## config.mk

```make
export PLATFORM = sky130hd
export DESIGN_NAME = bump_allocator_with_record_table_flat
export DESIGN_NICKNAME = d
export VERILOG_FILES = /design/src/bac_pkg.sv /design/src/bac_chan_if.sv /design/src/bac_ctrl.sv /design/src/bac_datapath.sv /design/src/bump_allocator_with_record_table.sv /design/src/flat_wrapper.sv
export SDC_FILE = /design/constraint.sdc
export NUM_CORES = 2
export LEC_CHECK = 0
export BUFFER_PORTS_ARGS = -buffer_cell sky130_fd_sc_hd__buf_4
export CAP_MARGIN = 20
export CORE_UTILIZATION = 50
export DETAILED_ROUTE_END_ITERATION = 8
export PLACE_DENSITY = 0.65
export SKIP_CTS_REPAIR_TIMING = 1
export SLEW_MARGIN = 10
export SYNTH_ARGS = -nofsm -noshare
export SYNTH_HDL_FRONTEND = slang
export SYNTH_SLANG_ARGS = --single-unit
export TNS_END_PERCENT = 30
```

## constraint.sdc

```tcl
create_clock -name clk -period 19.2 [get_ports clk]
set_input_delay 5.76 -clock clk [delete_from_list [all_inputs] [get_ports clk]]
set_output_delay 5.76 -clock clk [all_outputs]
set_load 0.01 [all_outputs]
```

## src/bac_pkg.sv

```systemverilog
// ----------------------------------------------------------------------------
// bac_pkg
// Shared types, codes and defaults for the bump allocator with record table.
// ----------------------------------------------------------------------------
package bac_pkg;

  localparam int unsigned ARENA_BYTES_DEF  = 1048576;
  localparam int unsigned RECORD_SLOTS_DEF = 64;

  localparam int PTR_W   = 20;
  localparam int SIZE_W  = 21;
  localparam int STAMP_W = 16;

  // Request operation codes
  localparam logic [1:0] CMD_ALLOC  = 2'd0;
  localparam logic [1:0] CMD_RESIZE = 2'd1;
  localparam logic [1:0] CMD_FREE   = 2'd2;

  // Result status codes
  localparam logic [1:0] STS_OK        = 2'd0;
  localparam logic [1:0] STS_EXHAUSTED = 2'd1;
  localparam logic [1:0] STS_TABLE_FULL = 2'd2;
  localparam logic [1:0] STS_NOT_FOUND = 2'd3;

  typedef struct packed {
    logic [1:0]        cmd;
    logic              pointer_null;
    logic [PTR_W-1:0]  pointer_offset;
    logic [SIZE_W-1:0] request_size;
  } req_t;

  typedef struct packed {
    logic              result_null;
    logic [PTR_W-1:0]  result_offset;
    logic [1:0]        status;
    logic              copy_needed;
    logic [PTR_W-1:0]  copy_source;
    logic [SIZE_W-1:0] copy_length;
  } rsp_t;

  typedef struct packed {
    logic               valid;
    logic [PTR_W-1:0]   address;
    logic [SIZE_W-1:0]  length;
    logic [STAMP_W-1:0] stamp;
  } record_t;

  typedef enum logic [2:0] {
    S_CLEAR,
    S_IDLE,
    S_SCAN,
    S_DRAIN,
    S_FINISH
  } state_t;

  typedef struct packed {
    logic req_ready;
    logic req_load;
    logic clear_wr;
    logic idx_clr;
    logic idx_inc;
    logic rd_en;
    logic commit;
  } ctrl_cmd_t;

  typedef struct packed {
    logic idx_last;
    logic out_free;
  } ctrl_sts_t;

endpackage

```

## src/bac_chan_if.sv

```systemverilog
// ----------------------------------------------------------------------------
// bac_chan_if
// Valid/ready channel carrying one payload beat.
// ----------------------------------------------------------------------------
interface bac_chan_if #(
  parameter type payload_t = logic
);
  logic     valid;
  logic     ready;
  payload_t data;

  modport source (output valid, output data, input ready);
  modport sink   (input valid, input data, output ready);
endinterface

```

## src/bac_ctrl.sv

```systemverilog
// ----------------------------------------------------------------------------
// bac_ctrl
// Sequencer: table clear after reset, accept, slot scan, commit of the result.
// ----------------------------------------------------------------------------
module bac_ctrl (
  input  logic               clk,
  input  logic               rst,
  input  logic               req_valid,
  input  bac_pkg::ctrl_sts_t sts,
  output bac_pkg::ctrl_cmd_t cmd
);

  bac_pkg::state_t state;
  bac_pkg::state_t state_next;

  always_ff @(posedge clk) begin
    if (rst) begin
      state <= bac_pkg::S_CLEAR;
    end else begin
      state <= state_next;
    end
  end

  always_comb begin
    state_next = state;
    case (state)
      bac_pkg::S_CLEAR: begin
        if (sts.idx_last) state_next = bac_pkg::S_IDLE;
      end
      bac_pkg::S_IDLE: begin
        if (req_valid) state_next = bac_pkg::S_SCAN;
      end
      bac_pkg::S_SCAN: begin
        if (sts.idx_last) state_next = bac_pkg::S_DRAIN;
      end
      bac_pkg::S_DRAIN: begin
        state_next = bac_pkg::S_FINISH;
      end
      bac_pkg::S_FINISH: begin
        if (sts.out_free) state_next = bac_pkg::S_IDLE;
      end
      default: begin
        state_next = bac_pkg::S_CLEAR;
      end
    endcase
  end

  always_comb begin
    cmd = '0;
    case (state)
      bac_pkg::S_CLEAR: begin
        cmd.clear_wr = 1'b1;
        cmd.idx_inc  = ~sts.idx_last;
        cmd.idx_clr  = sts.idx_last;
      end
      bac_pkg::S_IDLE: begin
        cmd.req_ready = 1'b1;
        cmd.req_load  = req_valid;
        cmd.idx_clr   = req_valid;
      end
      bac_pkg::S_SCAN: begin
        cmd.rd_en   = 1'b1;
        cmd.idx_inc = 1'b1;
      end
      bac_pkg::S_DRAIN: begin
        cmd = '0;
      end
      bac_pkg::S_FINISH: begin
        // hold the result until the output register can take it
        cmd.commit = sts.out_free;
      end
      default: begin
        cmd = '0;
      end
    endcase
  end

endmodule

```

## src/bac_datapath.sv

```systemverilog
// ----------------------------------------------------------------------------
// bac_datapath
// Record memory, scan trackers, bump offset, stamp counter and result register.
// ----------------------------------------------------------------------------
module bac_datapath #(
  parameter int unsigned ARENA_BYTES  = bac_pkg::ARENA_BYTES_DEF,
  parameter int unsigned RECORD_SLOTS = bac_pkg::RECORD_SLOTS_DEF
) (
  input  logic               clk,
  input  logic               rst,
  input  bac_pkg::ctrl_cmd_t cmd,
  output bac_pkg::ctrl_sts_t sts,
  input  bac_pkg::req_t      req_data,
  output logic               rsp_valid,
  input  logic               rsp_ready,
  output bac_pkg::rsp_t      rsp_data
);

  localparam int IW = (RECORD_SLOTS > 1) ? $clog2(RECORD_SLOTS) : 1;
  localparam int BW = $clog2(ARENA_BYTES + 1);
  localparam int CW = (BW > bac_pkg::SIZE_W) ? BW : bac_pkg::SIZE_W;
  localparam logic [BW-1:0] ARENA_TOP = BW'(ARENA_BYTES);
  localparam logic [IW-1:0] IDX_LAST  = IW'(RECORD_SLOTS - 1);

  bac_pkg::record_t mem [RECORD_SLOTS];

  bac_pkg::req_t    req_q;
  logic [IW-1:0]    idx;
  logic             rd_valid;
  logic [IW-1:0]    rd_idx;
  bac_pkg::record_t rd_data;

  logic                        free_found;
  logic [IW-1:0]               free_idx;
  logic                        match_found;
  logic [IW-1:0]               match_idx;
  logic [bac_pkg::STAMP_W-1:0] best_age;
  logic [bac_pkg::SIZE_W-1:0]  best_len;
  logic [bac_pkg::STAMP_W-1:0] best_stamp;

  logic [BW-1:0]               bump;
  logic [bac_pkg::STAMP_W-1:0] counter;

  logic [bac_pkg::STAMP_W-1:0] age;
  logic                        hit;
  logic                        fits;
  logic                        do_alloc;

  logic                        fin_wr;
  logic [IW-1:0]               fin_idx;
  bac_pkg::record_t            fin_word;
  logic                        fin_advance;
  bac_pkg::rsp_t               fin_rsp;

  logic                        wr_en;
  logic [IW-1:0]               wr_idx;
  bac_pkg::record_t            wr_word;

  assign sts.idx_last = (idx == IDX_LAST);
  assign sts.out_free = ~rsp_valid | rsp_ready;

  assign age = counter - rd_data.stamp;
  assign hit = rd_data.valid && (rd_data.address == req_q.pointer_offset);
  assign fits = (bump < ARENA_TOP) &&
                (CW'(req_q.request_size) <= CW'(ARENA_TOP - bump));
  assign do_alloc = (req_q.cmd == bac_pkg::CMD_ALLOC) ||
                    ((req_q.cmd == bac_pkg::CMD_RESIZE) && req_q.pointer_null);

  // Outcome of the request once the scan is complete
  always_comb begin
    fin_wr                  = 1'b0;
    fin_idx                 = match_idx;
    fin_word.valid          = 1'b1;
    fin_word.address        = bac_pkg::PTR_W'(bump);
    fin_word.length         = req_q.request_size;
    fin_word.stamp          = counter;
    fin_advance             = 1'b0;
    fin_rsp                 = '0;
    fin_rsp.result_null     = 1'b1;
    fin_rsp.status          = bac_pkg::STS_OK;
    if (do_alloc) begin
      if (!fits) begin
        fin_rsp.status = bac_pkg::STS_EXHAUSTED;
      end else if (!free_found) begin
        fin_rsp.status = bac_pkg::STS_TABLE_FULL;
      end else begin
        fin_wr                = 1'b1;
        fin_idx               = free_idx;
        fin_advance           = 1'b1;
        fin_rsp.result_null   = 1'b0;
        fin_rsp.result_offset = bac_pkg::PTR_W'(bump);
      end
    end else begin
      case (req_q.cmd)
        bac_pkg::CMD_RESIZE: begin
          if (!match_found) begin
            fin_rsp.status = bac_pkg::STS_NOT_FOUND;
          end else if (best_len >= req_q.request_size) begin
            // shrink in place, keep address and stamp
            fin_wr                = 1'b1;
            fin_word.address      = req_q.pointer_offset;
            fin_word.stamp        = best_stamp;
            fin_rsp.result_null   = 1'b0;
            fin_rsp.result_offset = req_q.pointer_offset;
          end else if (!fits) begin
            fin_rsp.status = bac_pkg::STS_EXHAUSTED;
          end else begin
            fin_wr                = 1'b1;
            fin_advance           = 1'b1;
            fin_rsp.result_null   = 1'b0;
            fin_rsp.result_offset = bac_pkg::PTR_W'(bump);
            if (best_len != '0) begin
              fin_rsp.copy_needed = 1'b1;
              fin_rsp.copy_source = req_q.pointer_offset;
              fin_rsp.copy_length = best_len;
            end
          end
        end
        bac_pkg::CMD_FREE: begin
          if (!req_q.pointer_null) begin
            if (!match_found) begin
              fin_rsp.status = bac_pkg::STS_NOT_FOUND;
            end else begin
              fin_wr         = 1'b1;
              fin_word.valid = 1'b0;
            end
          end
        end
        default: begin
          fin_wr = 1'b0;
        end
      endcase
    end
  end

  assign wr_en   = cmd.clear_wr | (cmd.commit & fin_wr);
  assign wr_idx  = cmd.clear_wr ? idx : fin_idx;
  assign wr_word = cmd.clear_wr ? '0 : fin_word;

  always_ff @(posedge clk) begin
    if (wr_en) begin
      mem[wr_idx] <= wr_word;
    end
    if (cmd.rd_en) begin
      rd_data <= mem[idx];
    end
  end

  // Control state
  always_ff @(posedge clk) begin
    if (rst) begin
      idx         <= '0;
      rd_valid    <= 1'b0;
      free_found  <= 1'b0;
      match_found <= 1'b0;
      bump        <= '0;
      counter     <= '0;
      rsp_valid   <= 1'b0;
    end else begin
      if (cmd.idx_clr) begin
        idx <= '0;
      end else if (cmd.idx_inc) begin
        idx <= idx + 1'b1;
      end
      rd_valid <= cmd.rd_en;
      if (cmd.req_load) begin
        free_found  <= 1'b0;
        match_found <= 1'b0;
      end else if (rd_valid) begin
        if (!rd_data.valid) free_found <= 1'b1;
        if (hit) match_found <= 1'b1;
      end
      if (cmd.commit && fin_advance) begin
        bump    <= bump + BW'(req_q.request_size);
        counter <= counter + 1'b1;
      end
      if (cmd.commit) begin
        rsp_valid <= 1'b1;
      end else if (rsp_ready) begin
        rsp_valid <= 1'b0;
      end
    end
  end

  // Payload registers
  always_ff @(posedge clk) begin
    if (cmd.req_load) begin
      req_q <= req_data;
    end
    if (cmd.rd_en) begin
      rd_idx <= idx;
    end
    if (rd_valid) begin
      if (!rd_data.valid && !free_found) begin
        free_idx <= rd_idx;
      end
      // newest record wins; ascending scan keeps the lowest slot on a tie
      if (hit && (!match_found || (age < best_age))) begin
        match_idx  <= rd_idx;
        best_age   <= age;
        best_len   <= rd_data.length;
        best_stamp <= rd_data.stamp;
      end
    end
    if (cmd.commit) begin
      rsp_data <= fin_rsp;
    end
  end

endmodule

```

## src/bump_allocator_with_record_table.sv

```systemverilog
// ----------------------------------------------------------------------------
// bump_allocator_with_record_table
// Bump-pointer allocator with a scanned table of live allocation records.
// ----------------------------------------------------------------------------
//   channel  direction  beat contents
//   req      in         cmd, pointer_null, pointer_offset, request_size
//   rsp      out        result_null, result_offset, status, copy_*
//
// A request is accepted, then each slot of the record memory is read in turn
// through its single read port, the registered read data is drained and the
// update is committed; the next request is accepted only after that commit.
// After reset a clearing pass invalidates every slot, and req.ready stays
// low meanwhile.
// A result waiting in the output register stalls the commit of the next one.
// ----------------------------------------------------------------------------
module bump_allocator_with_record_table #(
  parameter int unsigned ARENA_BYTES  = bac_pkg::ARENA_BYTES_DEF,
  parameter int unsigned RECORD_SLOTS = bac_pkg::RECORD_SLOTS_DEF
) (
  input logic       clk,
  input logic       rst,
  bac_chan_if.sink   req,
  bac_chan_if.source rsp
);

  bac_pkg::ctrl_cmd_t ctrl_cmd;
  bac_pkg::ctrl_sts_t ctrl_sts;

  assign req.ready = ctrl_cmd.req_ready;

  bac_ctrl u_ctrl (
    .clk       (clk),
    .rst       (rst),
    .req_valid (req.valid),
    .sts       (ctrl_sts),
    .cmd       (ctrl_cmd)
  );

  bac_datapath #(
    .ARENA_BYTES  (ARENA_BYTES),
    .RECORD_SLOTS (RECORD_SLOTS)
  ) u_datapath (
    .clk       (clk),
    .rst       (rst),
    .cmd       (ctrl_cmd),
    .sts       (ctrl_sts),
    .req_data  (req.data),
    .rsp_valid (rsp.valid),
    .rsp_ready (rsp.ready),
    .rsp_data  (rsp.data)
  );

endmodule

```

## src/flat_wrapper.sv

```systemverilog
// flat-port wrapper written by rule: the top's interface ports become plain ports
module bump_allocator_with_record_table_flat import bac_pkg::*;
#(
  parameter int unsigned ARENA_BYTES  = bac_pkg::ARENA_BYTES_DEF,
  parameter int unsigned RECORD_SLOTS = bac_pkg::RECORD_SLOTS_DEF
)
  (clk, rst, req_valid, req_data, req_ready, rsp_valid, rsp_data, rsp_ready);
  bac_chan_if #(.payload_t(req_t)) req_i ();
  bac_chan_if #(.payload_t(rsp_t)) rsp_i ();
  input logic clk;
  input logic rst;
  input wire logic [$bits(req_i.valid)-1:0] req_valid;
  input wire logic [$bits(req_i.data)-1:0] req_data;
  output wire logic [$bits(req_i.ready)-1:0] req_ready;
  output wire logic [$bits(rsp_i.valid)-1:0] rsp_valid;
  output wire logic [$bits(rsp_i.data)-1:0] rsp_data;
  input wire logic [$bits(rsp_i.ready)-1:0] rsp_ready;
  assign req_i.valid = req_valid;
  assign req_i.data = req_data;
  assign req_ready = req_i.ready;
  assign rsp_valid = rsp_i.valid;
  assign rsp_data = rsp_i.data;
  assign rsp_i.ready = rsp_ready;
  bump_allocator_with_record_table #(.ARENA_BYTES(ARENA_BYTES), .RECORD_SLOTS(RECORD_SLOTS)) u_core (.clk(clk), .rst(rst), .req(req_i), .rsp(rsp_i));
endmodule
```

# Word level (Yosys, flattened, before mapping)

Memory sizes are Yosys's and may differ from the RTL's. A register that Yosys moved wholly into a read port is not among the register bits.
Cells that the tools add are included.

Register bits after elaboration: 230
RAM bits: 3,712
Bits of input ports: 48
Output and inout bits: 67
Word-level logic and storage cells: 141
Memories kept: 1

Add/sub/neg operators: 5
$lt $le $gt $ge: 4
Equality and inequality tests: 12
Mux-type cells: 61
Bitwise operators: 10
Reductions and logical operators: 24

Memory list:

| memory                | depth | width | read ports | clocked after memory_dff | wr ports | RTL line           | text |
|---|---|---|---|---|---|---|---|
| u_core.u_datapath.mem | 64    | 58    | 1          | 1                        | 1        | bac_datapath.sv:25 | `bac_pkg::record_t mem [RECORD_SLOTS];` |

Operator list:

| cell                                               | number |
|---|---|
| two-way mux 21 bit                                 | 7 |
| two-way mux 42 bit                                 | 2 |
| two-way mux 16 bit                                 | 4 |
| two-way mux 20 bit                                 | 3 |
| two-way mux 58 bit                                 | 1 |
| two-way mux 43 bit                                 | 1 |
| two-way mux 6 bit                                  | 4 |
| two-way mux 1 bit                                  | 23 |
| two-way mux 23 bit                                 | 1 |
| adder 21 bit                                       | 1 |
| greater-or-equal comparator 21 bit                 | 1 |
| less-or-equal comparator 21 bit                    | 1 |
| less-than comparator 21 bit, second input constant | 1 |
| nonzero test 21 bit                                | 1 |
| subtractor 21 bit, first input constant            | 1 |
| == test 20 bit                                     | 1 |
| adder 16 x 1 -> 16 bit, second input constant      | 1 |
| less-than comparator 16 bit                        | 1 |
| subtractor 16 bit                                  | 1 |
| case mux 3 bit (5 select lines)                    | 1 |
| two-way mux 2 bit                                  | 6 |
| two-way mux 3 bit                                  | 4 |
| inequality test 2 bit, second input constant       | 4 |
| AND reduction 2 bit                                | 4 |
| 22 further kinds                                   | 41 |

# Logic depth before layout (Yosys ltp)

Word-level depth: 12
Gate-level depth with buffers: 19
Mapped depth without buffers: 18

# Hierarchy

Synthesis repeated with hierarchy kept, for this count alone.

Cell total of the unflattened synthesis: 6,578
Area total of the unflattened synthesis: 154,739.7 sq um

Modules (own cells, without submodules):

| module       | times used | cells each | area an instance (sq um) | seq. area each (sq um) |
|---|---|---|---|---|
| bac_datapath | 1          | 6,552      | 154,515.7                | 119,554.7 |
| bac_ctrl     | 1          | 26         | 224.0                    | 60.1 |

# Worst setup path before layout

Ideal clock, no wire load.

Kind: input to register
Start: input rsp_ready
End: memory u_core.u_datapath.mem[16][0] (netlist name), enable pin
Setup time: 546 ps
Data arrival time: 11,955 ps
Data required time: 18,654 ps
Path slack: 6,700 ps
Cell stages on the path: 7
Path buffers: 1
Cell sequence: nand2b_1 -> nand2_1 -> inv_1 -> and3_1 -> o21bai_2 -> buf_6 -> nor3_1

RTL lines:

| element         | RTL line           | text |
|---|---|---|
| start, declared | flat_wrapper.sv:17 | `input wire logic [$bits(rsp_i.ready)-1:0] rsp_ready;` |
| end, declared   | bac_datapath.sv:25 |  |

==> impl_results.md <==
- Post-synthesis sequential area ratio: 0.773
- Die height: 558 um
- Crit path time final: 10.05 ns
- Skew final: 0.0939 ns
- Post-Route WL: roughly 410 mm
- HP Class: flip-flop to flip-flop
- Finished Cell Area: 175,000 sq um
- Port bufs: 114
- Area grow syn2layout: 13.4%
- Clock slew at reported path FFs: approximately 0.06 ns
- Critical Path RT: 19.75 ns
- CP arrival: 10.59 ns
- Syn Nets: 6,730
- Overall Global Routing Usage: 0.267
- Post-Synthesis Cells: 6,582
- Post-synth EDFFs: 3,950
- FF+latch count, synth: 4,000
- TritonCTS clock tree: done
- Worst setup EP type: flip-flop
- Post-route ant nets: 0
- Max Root-Sink Buffers: 4
- Yosys warns: 0
- Vias in the first global route: 72,300
- Ys flop type: edfxtp_1
- Static Leak: 55.4 nW
- Setup Crit Path Kind: input port to flip-flop
- Drt first pass iters: 6
- Clock root buffer: clkbuf_16
- Avg WL per Cell: 36.0 um
- Distinct cells, synth: 77
- Vias per cell: 6.46
- IO Pins: roughly 120
- Remaining global-route overflow: 0
- RSZ-0062 raised after global routing: false
- Synthesized area per cell: 23.5 sq um
- Most frequent cell after synthesis: edfxtp_1
- Slew margin rel.: 0.193
- First-pass GRT wire length: 576 mm
- Initial antenna violation count: 55
- Die Area: 312,000 sq um
- Chip width: approximately 560 um
- Startpoint types: input port
- Worst Tran Pin Value: 1.21 ns
- Peak VDD IR: approximately 90 uV
- Largest net degree at the start of global routing: 144
- Fin nets: between 7,000 and 8,000
- Max-slew violations: 0
- DP Area: 162,000 sq um
- Final Hold Vio Count: 0
- Fmax achieved: 99.5 MHz
- Worst-Skew Late Latency: 0.98 ns
- Crit path max fanout: 37
- Synth top cells by count: 3,950 x edfxtp_1, 1,218 x mux4_2, 242 x clkbuf_1, 199 x nand2_1, 107 x nor2_1
- Post-route DRC: 0
- Synth top area share: 0.766
- Power Density: 104 nW/um^2
- Outcome: completed
- Vias: 74,100
- Maximum Capacitance Violations: 0
- CTS Sinks: roughly 4,000
- H-tree lvl count: 5
- Area contributors post-synth: edfxtp_1 77%, mux4_2 18%, ha_1 0.79%, dfxtp_1 0.65%, clkbuf_1 0.59%
- Final HPWL DP: around 250 mm
- DR iter-0 viols: around 11,000
- Final RePlAce weighted congestion: 0.871
- CTS buffer count: 406
- Layout cell share with drive strength beyond 1: 0.310
- CORE AREA: 307,000 sq um
- Initial core utilization: 0.504
- Final worst-path cycle share: 0.523
- Total Neg Setup Slack: 0 ns
- Async SR Flop Fraction: 0
- # fillers: 21,900
- Synthesized area: 155,000 sq um
- Std-Cell Rows: 203
- Finish-stage setup viols: 0
- Area leader, netlist: edfxtp_1
per-layer routing:
| metal | GRT usage | vias up | routed length, um |
|---|---|---|---|
| met2 | 0.417 | 4003 | 198000 |
| met5 | 0 | - | 106 |
| met1 | 0.390 | 40400 | 163000 |
| li1 | - | 29000 | - |
| met3 | 0.0441 | 575 | 39600 |
| met4 | 0.0804 | 16 | 12600 |
placed cells by master (no fill, tap or decap), drive strengths merged, types with 22 or more instances in the layout:
cell    netlist  routed
edfxtp     3950    3950
mux4       1218    1218
clkbuf      242     505
buf          83     345
nand2       200     200
clkinv        0     177
nor2        108     108
a21oi       106     106
ha           98      98
inv          75      87
nor3         54      54
dfxtp        50      50
and2         49      49
xnor2        46      46
xor2         37      37
bufinv        0      33
o21ai        33      33
nand4        22      22
registers in the layout, summed over array words and instances (netlist names), 21 cells and up:
name / flops
u_core.u_datapath.best_len: 21
u_core.u_datapath.bump: 21
u_core.u_datapath.fin_word: 21
u_core.u_datapath.mem: 3712
u_core.u_datapath.rd_data: 58
u_core.u_datapath.req_q: 23
u_core.u_datapath.rsp_data: 65
worst max-delay path, stage by stage:
cell and delay, ns:
buf_4 0.07, nand2b_1 0.18, nand2_1 0.25, inv_4 0.44, nand2_1 0.15, o32ai_1 0.26
nor3b_1 0.11, a211oi_2 0.85, nand2b_1 0.71, nor2_4 1.01, buf_4 0.66
worst paths after layout:
check | from | to | slack [ns] | cells past startpoint
worst min register to register | u_core.u_datapath.rd_data[23]$_DFFE_PP_ | u_core.u_datapath.best_len[7]$_DFFE_PP_ | 0.40 | 0
worst max-delay path | rsp_ready | u_core.u_datapath.mem[3][22]$_DFFE_PP_ | 9.15 | 11
worst min-delay path | u_core.u_datapath.rd_data[23]$_DFFE_PP_ | u_core.u_datapath.best_len[7]$_DFFE_PP_ | 0.40 | 0
worst max register to register | u_core.u_datapath.bump[4]$_SDFFE_PP0P_ | u_core.u_datapath.mem[3][22]$_DFFE_PP_ | 10.95 | 16
logic make-up after synthesis:
family | after synthesis | synth area share
DFF | 4000 | 0.773
muxes | 1219 | 0.177
and+or+nand+nor | 546 | 0.0173
buffers and inverters | 400 | 0.0101
AOI/OAI and AO/OA | 234 | 0.00964
adders and majority gates | 100 | 0.00818
xor gates and xnor gates | 83 | 0.00470
per-stage QoR:
| step | util | hold slack [ns] | cells | power (W) | worst slack [ns] |
|---|---|---|---|---|---|
| after floorplan | - | 0.400 | 6582 | 0.0103 | 6.70 |
| after global placement | 0.529 | 0.401 | 10700 | 0.0107 | 8.36 |
| after detailed placement | 0.529 | 0.405 | 10700 | 0.0107 | 8.31 |
| after CTS | 0.572 | 0.396 | 11400 | 0.0183 | 9.29 |
| after global routing | 0.572 | 0.412 | 11400 | 0.0187 | 9.01 |
| final | 0.572 | 0.404 | 11500 | 0.0182 | 9.15 |
cell type report:
class | count | area (sq um) | area share
diodes | 21 | 52.6 | 0.000299
clock inverters | 238 | 2300 | 0.0131
well taps | 4100 | 5130 | 0.0292
clock buffers | 505 | 10700 | 0.0609
inverters | 75 | 297 | 0.00169
multi-input cells | 2182 | 34700 | 0.197
repair buffers | 345 | 2740 | 0.0156
flip-flops and latches | 4000 | 120000 | 0.682
power breakdown:
| group | total [W] | switching, W | internal [W] |
|---|---|---|---|
| Combinational | 0.00100 | 0.000568 | 0.000431 |
| Sequential | 0.00952 | 0.0000185 | 0.00950 |
| Clock | 0.00772 | 0.00331 | 0.00440 |
| Total | 0.0182 | 0.00390 | 0.0143 |
No activity file was read; power rests on OpenSTA's default activity.
